[src/rtl/lwv_pkg.sv]
// Shared types and constants for the 3x3 local variance block.
// Used by lwv_front, lwv_lane and the top level; depends on nothing.
package lwv_pkg;

    localparam int COL_W     = 10;
    localparam int ROW_W     = 12;
    localparam int FW_W      = 11;
    localparam int FH_W      = 13;
    localparam int CFG_W     = 13;
    localparam int CFG_IDX_W = 1;
    localparam int VAR_W     = 18;
    localparam int SMP_W     = 8;
    localparam int IO_CH     = 3;
    localparam int PIX_W     = SMP_W * IO_CH;
    localparam int WCL_W     = 14;
    localparam int SUM_W     = 12;
    localparam int SQ_W      = 20;
    localparam int NQ_W      = 24;
    localparam int DIFF_W    = 23;
    localparam int RECIP_W   = 32;
    localparam int PROD_W    = DIFF_W + 4 + RECIP_W;
    localparam int QUO_LSB   = 35;

    localparam logic [CFG_IDX_W-1:0] CFG_FRAME_WIDTH  = 1'b0;
    localparam logic [CFG_IDX_W-1:0] CFG_FRAME_HEIGHT = 1'b1;

    localparam logic [FW_W-1:0] FRAME_WIDTH_RST  = 11'd640;
    localparam logic [FH_W-1:0] FRAME_HEIGHT_RST = 13'd480;
    localparam logic [FH_W-1:0] FRAME_HEIGHT_MAX = 13'd4096;

    localparam logic OP_PIXEL = 1'b0;
    localparam logic OP_DRAIN = 1'b1;

    typedef enum logic [1:0] {
        NC_FOUR,
        NC_SIX,
        NC_NINE
    } ncode_t;

    // Reciprocals of n*n scaled by 2^QUO_LSB, rounded up. Exact for every
    // numerator this block can produce.
    function automatic logic [RECIP_W-1:0] recip(input ncode_t nc);
        logic [RECIP_W-1:0] m;
        case (nc)
            NC_FOUR: m = 32'd2147483648;
            NC_SIX:  m = 32'd954437177;
            NC_NINE: m = 32'd424194301;
            default: m = '0;
        endcase
        return m;
    endfunction

    typedef logic [IO_CH-1:0][SMP_W-1:0] pix_t;

    typedef struct packed {
        pix_t top;
        pix_t mid;
        pix_t bot;
    } col3_t;

    typedef struct packed {
        logic [COL_W-1:0] col;
        logic [ROW_W-1:0] row;
        logic             fe;
        logic             top_ok;
        logic             bot_ok;
        logic             left_ok;
        logic             right_ok;
        col3_t [2:0]      win;
    } job_t;

    typedef struct packed {
        logic [COL_W-1:0] col;
        logic [ROW_W-1:0] row;
        logic             fe;
    } meta_t;

    typedef struct packed {
        logic s2;
        logic s3;
        logic s4;
    } adv_t;

    typedef struct packed {
        logic             op;
        logic [SMP_W-1:0] chan_zero;
        logic [SMP_W-1:0] chan_one;
        logic [SMP_W-1:0] chan_two;
    } lwv_in_t;

    typedef struct packed {
        logic [COL_W-1:0] out_col;
        logic [ROW_W-1:0] out_row;
        logic [VAR_W-1:0] var_zero;
        logic [VAR_W-1:0] var_one;
        logic [VAR_W-1:0] var_two;
        logic             frame_end;
    } lwv_out_t;

endpackage

[src/rtl/lwv_lane.sv]
// One channel of the variance arithmetic: masked sums, n*Q - S*S, and the
// scaled division by n*n as a reciprocal multiply. Depends on lwv_pkg.
module lwv_lane (
    input  logic                               clk,
    input  lwv_pkg::adv_t                      en,
    input  logic [8:0][lwv_pkg::SMP_W-1:0]     smp,
    input  logic [8:0]                         msk,
    input  lwv_pkg::ncode_t                    nc,
    output logic [lwv_pkg::VAR_W-1:0]          var_q
);
    import lwv_pkg::*;

    logic [SUM_W-1:0]  s_sum, s_reg;
    logic [SQ_W-1:0]   q_sum, q_reg;
    ncode_t            nc2_reg, nc3_reg;
    logic [NQ_W-1:0]   nq, ssq;
    logic [DIFF_W-1:0] d_reg;
    logic [PROD_W-1:0] prod_reg;

    always_comb
    begin
        s_sum = '0;
        q_sum = '0;
        for (int k = 0; k < 9; k++)
        begin
            if (msk[k])
            begin
                s_sum = s_sum + SUM_W'(smp[k]);
                q_sum = q_sum + SQ_W'(smp[k]) * SQ_W'(smp[k]);
            end
        end
    end

    always_comb
    begin
        case (nc2_reg)
            NC_FOUR: nq = NQ_W'({q_reg, 2'b00});
            NC_SIX:  nq = NQ_W'({q_reg, 2'b00}) + NQ_W'({q_reg, 1'b0});
            NC_NINE: nq = NQ_W'({q_reg, 3'b000}) + NQ_W'(q_reg);
            default: nq = '0;
        endcase
        ssq = s_reg * s_reg;
    end

    always_ff @(posedge clk)
    begin
        if (en.s2)
        begin
            s_reg   <= s_sum;
            q_reg   <= q_sum;
            nc2_reg <= nc;
        end
        if (en.s3)
        begin
            d_reg   <= DIFF_W'(nq - ssq);
            nc3_reg <= nc2_reg;
        end
        if (en.s4)
        begin
            prod_reg <= {d_reg, 4'b0000} * recip(nc3_reg);
        end
    end

    assign var_q = prod_reg[QUO_LSB +: VAR_W];
endmodule

[config.mk]
export PLATFORM = sky130hd
export DESIGN_NAME = lwv_lane
export DESIGN_NICKNAME = d
export VERILOG_FILES = /design/src/rtl/lwv_pkg.sv /design/src/rtl/lwv_lane.sv
export SDC_FILE = /design/constraint.sdc
export NUM_CORES = 2
export LEC_CHECK = 0
export BUFFER_PORTS_ARGS = -buffer_cell sky130_fd_sc_hd__buf_2
export CELL_PAD_IN_SITES_DETAIL_PLACEMENT = 1
export CELL_PAD_IN_SITES_GLOBAL_PLACEMENT = 2
export CORE_ASPECT_RATIO = 2
export CORE_MARGIN = 2
export CORE_UTILIZATION = 46
export CTS_BUF_LIST = sky130_fd_sc_hd__clkbuf_16
export CTS_CLUSTER_SIZE = 28
export DETAILED_ROUTE_END_ITERATION = 7
export PLACE_DENSITY_LB_ADDON = 0.1
export SLEW_MARGIN = 20
export SYNTH_ARGS = -nofsm -noshare
export SYNTH_HDL_FRONTEND = slang
export SYNTH_SLANG_ARGS = --single-unit
export TNS_END_PERCENT = 1
[constraint.sdc]
create_clock -name clk -period 95 [get_ports clk]
set_input_delay 28.5 -clock clk [delete_from_list [all_inputs] [get_ports clk]]
set_output_delay 28.5 -clock clk [all_outputs]
set_load 0.01 [all_outputs]
Word level (Yosys, flattened, before mapping)

Index checks and enable logic that the tools add are counted.

Flip-flop bits (word level): 108
Bits in latches: 0
RAM bits: 0
ROM bits: 0
Output and inout port bits: 18
Word-level logic and storage cells: 63
Memories: 0

$add $sub $neg: 19
Multiply operators: 11
Divide/modulo/power cells: 0
$lt $le $gt $ge: 0
Eq/ne operators: 4
Shifts and indexed selects: 0
Mux-type cells: 21
Bitwise gates (word level): 0
Reductions and logical operators: 2

Operators with widths:

| operator           | count |
|---|---|
| $add 20x16->20     | 8 |
| $mux 20            | 8 |
| $mul 8x8->16       | 9 |
| $add 12x8->12      | 8 |
| $mux 12            | 8 |
| $pmux 32 s3        | 1 |
| $pmux 23 s3        | 1 |
| $mul 23x32->49     | 1 |
| $mux 32            | 1 |
| $add 22x21->23     | 1 |
| $add 23x20->23     | 1 |
| $mul 12x12->23     | 1 |
| $sub 23x23->23     | 1 |
| $mux 16            | 1 |
| $mux 8             | 1 |
| $eq 2x1->1 const B | 2 |
| $eq 2x2->1 const B | 2 |
| $logic_not 2->1    | 2 |

Depth between registers and ports, before layout

Depth after elaboration: 18
Gate-level depth with buffers: 113

Worst setup path after synthesis

OpenSTA, ideal clock, no wires.

Path kind: input port to flip-flop
Start: input smp[1] (netlist bit)
End: register q_reg[18], data pin
Arrival: 55.023 ns
Required time: 94.734 ns
Path slack: 39.711 ns
Cell stages on the path: 103
Buffers on the path: 1
Cells stage by stage: clkbuf_1 > and2_1 > fa_1 > inv_1 > fa_1 > inv_1 > ha_1 > inv_1 > fa_1 > inv_1 > ha_1 > a21o_1 > a21oi_1 > xnor2_1 > nand2_1 > fa_1 > fa_1 > inv_1 > (+67 left out) > xnor2_1 > mux2_2 > fa_1 > inv_1 > fa_1 > fa_1 > fa_1 > ha_1 > a21oi_1 > nor2b_1 > o21a_1 > o31a_1 > o41ai_1 > o21ai_0 > o21a_1 > o21ai_0 > xnor2_1 > xnor2_1

Longest elaborated chain between the ends: 18

Ends and longest elaborated chain:

| item                 | RTL line       | RTL |
|---|---|---|
| from (decl)          | lwv_lane.sv:6  | `input logic [8:0][lwv_pkg::SMP_W-1:0] smp,` |
| $mul 8x8->16 (*)     | lwv_lane.sv:29 | `q_sum = q_sum + SQ_W'(smp[k]) * SQ_W'(smp[k]);` |
| $mux 16 (*)          | lwv_lane.sv:26 | `if (msk[k])` |
| $add 20x16->20       | lwv_lane.sv:29 |  |
| $mux 20 (*)          | lwv_lane.sv:26 |  |
| $add 20x16->20       | lwv_lane.sv:29 |  |
| $mux 20 (*)          | lwv_lane.sv:26 |  |
| $add 20x16->20       | lwv_lane.sv:29 |  |
| $mux 20 (*)          | lwv_lane.sv:26 |  |
| (+3 left out)        | --             |  |
| $mux 20 (*)          | lwv_lane.sv:26 |  |
| $add 20x16->20       | lwv_lane.sv:29 |  |
| $mux 20 (*)          | lwv_lane.sv:26 |  |
| $add 20x16->20       | lwv_lane.sv:29 |  |
| $mux 20 (*)          | lwv_lane.sv:26 |  |
| $add 20x16->20       | lwv_lane.sv:29 |  |
| $mux 20 (*)          | lwv_lane.sv:26 |  |
| net q_sum[18]        | lwv_lane.sv:14 | `logic [SQ_W-1:0] q_sum, q_reg;` |
| to (signal assigned) | lwv_lane.sv:50 | `q_reg <= q_sum;` |
| to (decl)            | lwv_lane.sv:14 |  |

The timed path passes the listed nets; every way through them passes the cells marked *.
A chain may end at the register's enable or synchronous reset.

Final worst setup path

Start: input smp[2] (netlist bit)
End: register q_reg[18], data pin

Same word-level chain as after synthesis.

==> impl_metrics.yaml <==
placed_design:
  place_congestion: 0.965
  dpl.hpwl_um: 140000
  io_buffers: 104
layout:
  final_common_cell: "inv_1"
  largest_reg_flops: 23
  area_growth_pct: 4.90
  drive_gt1_share_pct: 4.63
  nets: 7227
  ff_latch_area_um2: 2280
  fillers: 12329
  multiInputGateArea_um2: 40600
  layout_common_cells: "1,441 x inv_1, 888 x fa_1, 767 x ha_1"
  final_util_pct: 48.7
clock_tree:
  cts_buffers: 9
  cts_root_buf: "clkbuf_16"
  htree_levels: 3
  cts_setup_buffers: 0
  clock_path_buffers: 2
  cts.sinks: 76
  clkTransAtPathRegs_ns: 0.07
  insertion_delay_ns: 0.42
  postCtsHoldBufs: 0
  cts_resized: 0
  cts_tree: "built"
synth:
  synthTopCellsByArea: "fa_1 36%, ha_1 20%, inv_1 11%"
  yosys_warnings: 0
  synthCells: 5439
  synth.yosys.seq_area_share_pct: 4.68
  synth-edff-count: 76
  synth_area_um2: 48700
  synthArstFlopShare_pct: 0
  ys_dominant_reg_cell: "edfxtp_1"
  synth_cell_types: 82
  synth_nets: 7181
  ys_ff_latch: 76
  yosysTopAreaCellShare_pct: 36.5
  yosys.area.top_type: "fa_1"
  avgSynthCellArea_um2: 8.96
routing:
  routed_wirelength_um: 159000
  drt_iter0_markers: 972
  met1Wirelength_um: 47800
  vias_per_cell: 5.41
  met2_wirelength_um: 91200
  vias: 37134
  maxUsedRoutingLayer: "met5"
  wl_met3_um: 5630
  drt-pass1-iter-count: 5
  drc: 0
  wl_per_cell_um: 23.2
  drtAntennaViolNets: 0
worst_setup_path:
  crit_family: "adder cells"
  rrSetupSlack_ns: 85.41
  path_class: "in2reg"
  startpoint_type: "input port"
  path_buf_inv: 22
  crit_fanout: 11
  critPathArrivalTime_ns: 57.30
  worstReg2RegStart: "nc3_reg[0]$_DFFE_PP_"
  rr_worst_depth: 27
  cpPeakStageDelay_ns: 0.62
  endpoint_kind: "flip-flop"
  crit_top_cell: "fa_1"
  cp.required_ns: 95.16
  critical-path-slowest-cell: "o41ai_1"
  worstReg2RegEnd: "prod_reg[52]$_DFFE_PP_"
grt:
  grt.overflow.total: 0
  grt_pass1_vias: 43349
  grt_max_degree: 47
  grt_pass1_wl_um: 246000
  track_usage_pct: 30.6
  antenna_found_initial: 13
die:
  rows: 168
  fp.coreArea_um2: 105000
  start_util_pct: 46.5
  die_h_um: 464
  pin_count: 105
  dieWidth_um: 234
  fp.dieArea_um2: 109000
sta:
  setup_tns_ns: 0
  finalSetupViolations: 0
  post-route-period-util_pct: 60.1
  maxSlewViolCount: 0
  worst_pin_slew_ns: 1.29
  finalCriticalPeriod_ns: 57.14
  clock_skew_ns: 0.0184
  hold_violations: 0
  clock.fmax_mhz: 17.5
  relSlewSlack_pct: 13.5
  rsz0062_at_grt: "false"
run_status:
  outcome: "finished clean"
flow_run:
  maxCapViolCount: 0
worst_hold_path:
  min_path_cells: 1
  worstHoldStart: "nc2_reg[1]$_DFFE_PP_"
  hold-path-endpoint: "nc3_reg[1]$_DFFE_PP_"
  hp-class: "reg2reg"
==> layout make-up <==
class / instances / area share (%)
antenna: 9 / 0.0441
clock buffer: 9 / 0.441
clock inverter: 7 / 0.144
inverter: 1445 / 10.6
multi-input combinational: 3818 / 79.5
sequential: 76 / 4.46
tap: 1360 / 3.33
timing repair buffer: 135 / 1.47
==> synth_stat cells, drive strengths merged (36+ instances only) <==
cell type	n
mux2	67
o21ai	145
mux2i	36
o21bai	40
nand3	41
a21oi	218
ha	767
nand2	345
nor2	249
xor2	70
nor2b	55
inv	1441
and2	222
fa	888
a21o	68
o21a	47
nor3	62
xnor2	205
edfxtp	76
clkbuf	84
==> per-layer routing <==
layer	up-vias	global-route usage, %
li1	16982	-
met1	19045	26.1
met2	631	60.9
met3	464	4.91
met4	12	22.8
met5	-	0
==> worst max path at each step <==
stage	depth (start not counted)	slack, ns	from	endpoint
2_1_floorplan	103	39.71	smp[1]	q_reg[18]$_DFFE_PP_
3_3_place_gp	103	37.74	smp[3]	q_reg[18]$_DFFE_PP_
3_5_place_dp	99	37.21	smp[2]	q_reg[18]$_DFFE_PP_
4_1_cts	99	37.62	smp[2]	q_reg[18]$_DFFE_PP_
5_1_grt	102	36.39	smp[3]	q_reg[18]$_DFFE_PP_
6_report	99	37.86	smp[2]	q_reg[18]$_DFFE_PP_
==> stage by stage <==
stage / hold WS, ns / worst slack (ns) / std cells / instance area (µm²)
6_report: 0.834 / 37.86 / 6859 / 51100
5_1_grt: 0.858 / 36.39 / 6853 / 51100
4_1_cts: 0.840 / 37.62 / 6850 / 51100
3_5_place_dp: 0.832 / 37.21 / 6834 / 50800
3_3_place_gp: 0.808 / 37.74 / 6834 / 50800
2_1_floorplan: 0.421 / 39.71 / 5439 / 48700
==> cells by family after synthesis <==
family                   share of synthesized area, %
buffers and inverters                            11.9
multiplexers                                     2.30
XOR/XNOR                                         4.99
flip-flops                                       4.68
adder cells (fa/ha/maj)                          56.2
AO/OA/AOI/OAI                                    9.27
AND/OR/NAND/NOR                                  10.6
Power is not shown: default switching activity piles up to over one toggle a cycle in this logic, so the estimate is an artifact.
